==> src/rtl/bscc_pkg.sv <==
`default_nettype none

package bscc_pkg;

    localparam int MAP_BYTES = 128;
    localparam int MAP_BITS  = MAP_BYTES * 8;
    localparam int ADDR_W    = (MAP_BYTES > 1) ? $clog2(MAP_BYTES) : 1;
    localparam int CNT_W     = $clog2(MAP_BITS + 1);
    localparam int IDX_W     = 16;
    localparam int BYTE_NO_W = IDX_W - 3;
    localparam int ONES_W    = 11;
    localparam int POS_W     = 10;

    typedef logic [ADDR_W-1:0]    addr_t;
    typedef logic [CNT_W-1:0]     cnt_t;
    typedef logic [ONES_W-1:0]    ones_t;
    typedef logic [POS_W-1:0]     pos_t;
    typedef logic [BYTE_NO_W-1:0] byte_no_t;

    typedef enum logic [3:0] {
        FN_SET_ALL   = 4'd0,
        FN_CLEAR_ALL = 4'd1,
        FN_SET       = 4'd2,
        FN_CLEAR     = 4'd3,
        FN_TOGGLE    = 4'd4,
        FN_TEST      = 4'd5,
        FN_COUNT     = 4'd6,
        FN_FIRST     = 4'd7,
        FN_LAST      = 4'd8
    } func_t;

    typedef enum logic [1:0] {
        S_IDLE,
        S_MODIFY,
        S_SCAN,
        S_DONE
    } state_t;

    function automatic logic [3:0] byte_ones(input logic [7:0] b);
        logic [3:0] c;
        c = '0;
        for (int k = 0; k < 8; k++) begin
            c = c + {3'd0, b[k]};
        end
        return c;
    endfunction

    // lowest set bit of a byte, zero when the byte is empty
    function automatic logic [2:0] low_one(input logic [7:0] b);
        logic [2:0] p;
        p = '0;
        for (int k = 7; k >= 0; k--) begin
            if (b[k])
            begin
                p = 3'(k);
            end
        end
        return p;
    endfunction

    function automatic logic [2:0] high_one(input logic [7:0] b);
        logic [2:0] p;
        p = '0;
        for (int k = 0; k < 8; k++) begin
            if (b[k])
            begin
                p = 3'(k);
            end
        end
        return p;
    endfunction

endpackage

`default_nettype wire

==> src/rtl/bitmap_set_clear_count_find_core.sv <==
// Bit map of 1024 bits held in a 128 x 8 synchronous RAM with one read and
// one write port. Each request word yields exactly one result word. Set,
// clear, toggle and test go through a read-modify-write of one byte: it is
// read when the request is taken and written back in the modify state, and
// the result word is loaded into the output register in the done state.
// Count, find lowest and find highest sweep the whole RAM one byte per cycle
// through its single read port. Set all and clear all go straight to the
// done state: per-byte valid flags are dropped and a fill value is
// recorded, and a byte not written since reads as that fill value.
// A new request is taken only once the previous one has reached the output
// register; the output register holds a result while the sink stalls, and
// any such stall keeps the core waiting in the done state.
// Out-of-range set, clear, toggle and test leave the map untouched and raise
// out_of_range; like the unused function codes, they go straight to done.
`default_nettype none

module bitmap_set_clear_count_find_core (
    input  wire logic        clk,
    input  wire logic        rst_n,
    input  wire logic        in_valid,
    output logic             in_stall,
    input  wire logic [3:0]  func,
    input  wire logic [15:0] bit_index,
    output logic             out_valid,
    input  wire logic        out_stall,
    output logic             bit_value,
    output logic [10:0]      ones_count,
    output logic             found,
    output logic [9:0]       position,
    output logic             out_of_range
);

    bscc_pkg::state_t state_reg, state_next;

    logic [7:0]           store_mem [bscc_pkg::MAP_BYTES];
    logic [7:0]           rd_data_reg;
    logic                 rd_valid_reg;
    logic [bscc_pkg::MAP_BYTES-1:0] valid_reg;
    logic                 fill_reg;

    logic [3:0]           func_reg;
    logic [2:0]           bit_sel_reg;
    bscc_pkg::addr_t      byte_addr_reg;
    bscc_pkg::addr_t      rx_idx_reg;
    logic                 bit_value_reg;
    bscc_pkg::cnt_t       count_reg;
    logic                 found_reg;
    bscc_pkg::pos_t       pos_reg;
    logic                 oor_reg;

    logic                 out_valid_reg;
    logic                 out_bit_reg;
    bscc_pkg::ones_t      out_ones_reg;
    logic                 out_found_reg;
    bscc_pkg::pos_t       out_pos_reg;
    logic                 out_oor_reg;

    logic                 accept;
    logic                 in_single;
    logic                 in_scan;
    logic                 in_range;
    bscc_pkg::byte_no_t   in_byte_no;
    logic                 scan_last;
    logic                 out_free;
    logic                 out_load;
    logic [7:0]           cur_byte;
    logic [7:0]           bit_mask;
    bscc_pkg::addr_t      mem_rd_addr;
    logic                 mem_we;
    logic [7:0]           mem_wdata;

    assign in_byte_no = bit_index[15:3];
    assign in_range   = {{(32 - bscc_pkg::BYTE_NO_W){1'b0}}, in_byte_no}
                        < 32'(bscc_pkg::MAP_BYTES);
    assign in_single  = (func == bscc_pkg::FN_SET) || (func == bscc_pkg::FN_CLEAR)
                        || (func == bscc_pkg::FN_TOGGLE) || (func == bscc_pkg::FN_TEST);
    assign in_scan    = (func == bscc_pkg::FN_COUNT) || (func == bscc_pkg::FN_FIRST)
                        || (func == bscc_pkg::FN_LAST);
    assign accept     = in_valid && !in_stall;
    assign scan_last  = (rx_idx_reg == bscc_pkg::addr_t'(bscc_pkg::MAP_BYTES - 1));
    assign out_free   = !out_valid_reg || !out_stall;

    // bytes not written since the last set all / clear all read as the fill value
    assign cur_byte = rd_valid_reg ? rd_data_reg : {8{fill_reg}};
    assign bit_mask = 8'd1 << bit_sel_reg;

    always_comb
    begin
        state_next = state_reg;
        case (state_reg)
            bscc_pkg::S_IDLE:
            begin
                if (in_valid)
                begin
                    if (in_single && in_range)
                    begin
                        state_next = bscc_pkg::S_MODIFY;
                    end
                    else if (in_scan)
                    begin
                        state_next = bscc_pkg::S_SCAN;
                    end
                    else
                    begin
                        state_next = bscc_pkg::S_DONE;
                    end
                end
            end
            bscc_pkg::S_MODIFY:
            begin
                state_next = bscc_pkg::S_DONE;
            end
            bscc_pkg::S_SCAN:
            begin
                if (scan_last)
                begin
                    state_next = bscc_pkg::S_DONE;
                end
            end
            bscc_pkg::S_DONE:
            begin
                if (out_free)
                begin
                    state_next = bscc_pkg::S_IDLE;
                end
            end
            default:
            begin
                state_next = bscc_pkg::S_IDLE;
            end
        endcase
    end

    always_comb
    begin
        in_stall    = 1'b1;
        mem_rd_addr = '0;
        mem_we      = 1'b0;
        out_load    = 1'b0;
        case (state_reg)
            bscc_pkg::S_IDLE:
            begin
                in_stall = 1'b0;
                if (!in_scan)
                begin
                    mem_rd_addr = bscc_pkg::addr_t'(in_byte_no);
                end
            end
            bscc_pkg::S_MODIFY:
            begin
                mem_we = 1'b1;
            end
            bscc_pkg::S_SCAN:
            begin
                mem_rd_addr = rx_idx_reg + bscc_pkg::addr_t'(1);
            end
            bscc_pkg::S_DONE:
            begin
                out_load = out_free;
            end
            default:
            begin
                in_stall = 1'b1;
            end
        endcase
    end

    always_comb
    begin
        case (func_reg)
            bscc_pkg::FN_SET:    mem_wdata = cur_byte | bit_mask;
            bscc_pkg::FN_CLEAR:  mem_wdata = cur_byte & ~bit_mask;
            bscc_pkg::FN_TOGGLE: mem_wdata = cur_byte ^ bit_mask;
            default:             mem_wdata = cur_byte;
        endcase
    end

    always_ff @(posedge clk)
    begin
        if (mem_we)
        begin
            store_mem[byte_addr_reg] <= mem_wdata;
        end
        rd_data_reg  <= store_mem[mem_rd_addr];
        rd_valid_reg <= valid_reg[mem_rd_addr];
    end

    always_ff @(posedge clk or negedge rst_n)
    begin
        if (!rst_n)
        begin
            state_reg     <= bscc_pkg::S_IDLE;
            valid_reg     <= '0;
            fill_reg      <= 1'b0;
            out_valid_reg <= 1'b0;
        end
        else
        begin
            state_reg <= state_next;
            if (accept && (func == bscc_pkg::FN_SET_ALL))
            begin
                valid_reg <= '0;
                fill_reg  <= 1'b1;
            end
            else if (accept && (func == bscc_pkg::FN_CLEAR_ALL))
            begin
                valid_reg <= '0;
                fill_reg  <= 1'b0;
            end
            else if (mem_we)
            begin
                valid_reg[byte_addr_reg] <= 1'b1;
            end
            if (out_load)
            begin
                out_valid_reg <= 1'b1;
            end
            else if (!out_stall)
            begin
                out_valid_reg <= 1'b0;
            end
        end
    end

    always_ff @(posedge clk)
    begin
        if (accept)
        begin
            func_reg      <= func;
            bit_sel_reg   <= bit_index[2:0];
            byte_addr_reg <= bscc_pkg::addr_t'(in_byte_no);
            rx_idx_reg    <= '0;
            bit_value_reg <= 1'b0;
            count_reg     <= '0;
            found_reg     <= 1'b0;
            pos_reg       <= '0;
            oor_reg       <= in_single && !in_range;
        end
        else if (state_reg == bscc_pkg::S_MODIFY)
        begin
            bit_value_reg <= (func_reg == bscc_pkg::FN_TEST) && ((cur_byte & bit_mask) != 8'd0);
        end
        else if (state_reg == bscc_pkg::S_SCAN)
        begin
            rx_idx_reg <= rx_idx_reg + bscc_pkg::addr_t'(1);
            if (func_reg == bscc_pkg::FN_COUNT)
            begin
                count_reg <= count_reg + bscc_pkg::cnt_t'(bscc_pkg::byte_ones(cur_byte));
            end
            // lowest: keep the first hit; highest: let every later hit overwrite
            if ((cur_byte != 8'd0) && (((func_reg == bscc_pkg::FN_FIRST) && !found_reg)
                                       || (func_reg == bscc_pkg::FN_LAST)))
            begin
                found_reg <= 1'b1;
                if (func_reg == bscc_pkg::FN_FIRST)
                begin
                    pos_reg <= bscc_pkg::pos_t'({rx_idx_reg, bscc_pkg::low_one(cur_byte)});
                end
                else
                begin
                    pos_reg <= bscc_pkg::pos_t'({rx_idx_reg, bscc_pkg::high_one(cur_byte)});
                end
            end
        end
    end

    always_ff @(posedge clk)
    begin
        if (out_load)
        begin
            out_bit_reg   <= bit_value_reg;
            out_ones_reg  <= bscc_pkg::ones_t'(count_reg);
            out_found_reg <= found_reg;
            out_pos_reg   <= pos_reg;
            out_oor_reg   <= oor_reg;
        end
    end

    assign out_valid    = out_valid_reg;
    assign bit_value    = out_bit_reg;
    assign ones_count   = out_ones_reg;
    assign found        = out_found_reg;
    assign position     = out_pos_reg;
    assign out_of_range = out_oor_reg;

endmodule

`default_nettype wire

==> config.mk <==
export PLATFORM = sky130hd
export DESIGN_NAME = bitmap_set_clear_count_find_core
export DESIGN_NICKNAME = d
export VERILOG_FILES = /design/src/rtl/bscc_pkg.sv /design/src/rtl/bitmap_set_clear_count_find_core.sv
export SDC_FILE = /design/constraint.sdc
export NUM_CORES = 1
export LEC_CHECK = 0
export ABC_CLOCK_PERIOD_IN_PS = 8700
export BUFFER_PORTS_ARGS = -buffer_cell sky130_fd_sc_hd__buf_4
export CORE_MARGIN = 1
export CORE_UTILIZATION = 60
export CTS_CLUSTER_SIZE = 16
export DETAILED_ROUTE_END_ITERATION = 7
export PLACE_DENSITY = 0.75
export SLEW_MARGIN = 20
export SYNTH_ARGS = -nofsm -noshare
export SYNTH_HDL_FRONTEND = slang
export SYNTH_SLANG_ARGS = --single-unit
==> constraint.sdc <==
create_clock -name clk -period 8.7 [get_ports clk]
set_clock_uncertainty 0.15 [all_clocks]
set_input_delay 1.74 -clock clk [delete_from_list [all_inputs] [get_ports clk]]
set_output_delay 1.74 -clock clk [all_outputs]
set_load 0.02 [all_outputs]
==> results.md <==
* Worst vdd ir at 0.366 mV
* Crit-path cells: buf_4 > or4b_1 > a41oi_4 > buf_12 > mux2i_1 > a221oi_1 > a311oi_1 > nand4_1 > and4_1
* TritonRoute pass-1 iters at 8
* Hold-fix buffers, CTS at 0
* Fin nets at 3864
* Dpl hpwl at 73100 um
* Full die area at 0.0842 mm^2
* CTS clk-pin slew, worst paths at 0.06 ns
* Most frequent cells in the layout: 1063 x edfxtp_1, 911 x nand2_1, 287 x nand3_1
* Synth area leaders: edfxtp_1 64%, nand2_1 6.9%, dfrtp_1 6.6%
* Total grt overflow at 0
* Synth area leader: edfxtp_1
* Vias in the first global route at 30400
* Antenna Cells at 0
* Outcome: finished clean
* Post-synth EDFFs at 1063
* Post-CTS Setup Repair Bufs at 0
* Worst hold path depth at 0
* Mean Syn Cell Area at 13.0 um^2
* CP arrival at 6.01 ns
* Pwr dens at ~360 mW/mm^2
* Final hold vios at 0
* Max Buffers Root-to-Sink at 3
* Reg2reg start: rd_valid_reg
* Post-CTS Resized at 0
* Vias at 32400
* CP top delay family: compound AO/OA/AOI/OAI gates
* Share of layout cells above drive strength 1 at 0.0792
* Synthesized Nets at about 3900
* # H-tree levels at 3
* Syn Inst Count at 3822
* Post-Route WL at between 100000 and 150000 um
* Startpoint types: primary input
* Drt wl/cell at 25.4 um
* RSZ-0062 raised after global routing: no
* Area Overhead vs Synth at 10.3%
* Hold_sp: oor_reg
* Setup TNS at 0 ns
* CP max FO at 95
* Clk_lat worst skew at 0.70 ns
* Hold WC Path Type: flip-flop to flip-flop
* CP required at 9.15 ns
* GRT Total Usage at 0.298
* CP Buf/Inv Count at 2
* FF+latch count, synth at 1234
* Largest stage delay, worst path at 0.99 ns
* CTS Sinks at 1234
* TritonCTS buffer count at 118
* Synth warnings at 0
* Final Cycle Share at 0.639
* Register area share after synthesis at 0.723
* Root Buffer: clkbuf_16
* Via-to-Cell Ratio at 6.52
* Critical Path Slowest Stage Cell: a41oi_4
* # Max-Cap Violations at 0
* RD Place Congestion at roughly 0.89
* Maximum number of pins on one net before global-route repair at roughly 190
* Initial antenna violation count at 2
* Most common cell after layout, fill and taps aside: edfxtp_1
* Max-slew headroom at 0.221
* CP Capture Type: flip-flop
* FILL cells at about 5600
* Area of the mapped netlist at 0.0498 mm^2
* Die W at between 200 and 300 um
* Core area at 0.0821 mm^2
* Slew Limit Fails at 0
* R2R setup slack at 3.27 ns
* R2R cell count at 16
* Die height at 290 um
* Pleak at 0.0194 uW
* Ports at 50
* CTS tree: done
* Post-DRT Antenna Nets at 0
* Detailed-route DRC error count at 0
* Worst R2R End: count_reg[8]
* F_max at 180 MHz
* Power Total at about 20000 uW
* Initial Utilization at 0.607
* Drt initial violations at around 4600
* Ys async rst share at 0.107
* FP Rows at 105
* First-pass GRT wire length at 189000 um
* Hold endpoint: out_of_range
* Share of the synthesized area in the top cell type at 0.641
* Top_reg_cell synth: edfxtp_1
* Slew at the pin with the worst max-slew slack at 1.16 ns
* Final-report setup violation count at 0
* Fin crit period at 5.56 ns
* Largest register FFs at 1024
* Netlist cell types at 63
* Port Buffers at 49
* Critical path class: primary input to flip-flop
==> worst register-to-register path, stage by stage, from the launching register on <==
cell and delay, ns:
dfxtp_1 0.79, nor2b_1 0.29, a21oi_1 0.40, inv_1 0.21, fa_1 0.53, inv_1 0.05
fa_1 0.50, fa_1 0.52, fa_1 0.49, fa_1 0.48, nor2b_1 0.13, o21ai_0 0.09
nand2b_1 0.09, nor2b_1 0.20, nand4_1 0.14, xor2_1 0.15, nor2_1 0.05
==> synthesized netlist by cell type, drive strengths merged (3+ instances only) <==
library cell / n
a211oi: 9
a21o: 4
a21oi: 177
a221o: 9
a221oi: 39
a22oi: 27
a311o: 14
a311oi: 8
a31oi: 7
a32o: 15
a32oi: 110
and2: 4
and3: 14
and4: 3
buf: 102
clkbuf: 140
dfrtp: 132
dfxtp: 39
edfxtp: 1063
fa: 5
ha: 35
inv: 35
mux2i: 101
nand2: 920
nand2b: 6
nand3: 287
nand3b: 3
nand4: 70
nor2: 181
nor2b: 13
nor3: 19
nor4: 14
nor4b: 3
o211ai: 3
o21a: 129
o21ai: 18
o22ai: 19
or2: 6
or3: 5
xnor2: 4
xor2: 12
==> area by class of cell <==
type | instances | area, um^2 | share of cell area
tap | 1070 | 1340 | 0.0244
clock inverter | 62 | 578 | 0.0105
sequential | 1234 | 36000 | 0.655
timing repair buffer | 100 | 846 | 0.0154
inverter | 35 | 131 | 0.00239
multi-input combinational | 2311 | 12800 | 0.233
clock buffer | 161 | 3280 | 0.0597
==> stage by stage <==
stage          cell area (um^2)  cells  utilization  setup WS [ns]  hold WS, ns
6_report                  55000   4973        0.669           3.14        0.267
5_1_grt                   55000   4973        0.669           2.95        0.281
4_1_cts                   55000   4973        0.669           3.30        0.269
3_5_place_dp              51100   4750        0.622           2.60        0.255
3_3_place_gp              51100   4750        0.622           2.64        0.252
2_1_floorplan             49800   3822            -           4.18        0.250
==> layer usage <==
metal	vias up	GRT usage	wire, um
li1	14100	-	-
met1	16000	0.427	49400
met2	1967	0.451	57700
met3	322	0.0629	14100
met4	4	0.117	5110
met5	-	0	27
==> power breakdown <==
group	switching (uW)	internal [uW]
Sequential	218	7790
Combinational	5070	1860
Clock	2180	2900
Total	7470	12600
==> logic make-up (layout without fill, tap and decap cells) <==
logic type / after synthesis / count (layout) / synth area share
and+or+nand+nor: 1553 / 1553 / 0.133
DFF: 1234 / 1234 / 0.723
AOI/OAI and AO/OA: 600 / 600 / 0.0862
buffers and inverters: 277 / 358 / 0.0239
muxes: 102 / 102 / 0.0205
adders and majority gates: 40 / 40 / 0.0108
xor gates and xnor gates: 16 / 16 / 0.00281
==> worst max-delay path by stage <==
stage / start / to / depth (start not counted)
floorplan: fill_reg / count_reg[8] / 17
global placement: func[1] / rd_data_reg[6] / 9
detailed placement: func[1] / rd_data_reg[6] / 9
CTS: func[1] / rd_data_reg[6] / 9
global route: rd_valid_reg / count_reg[10] / 16
finish: func[1] / rd_data_reg[6] / 9
(Power assumes the default switching activity.)
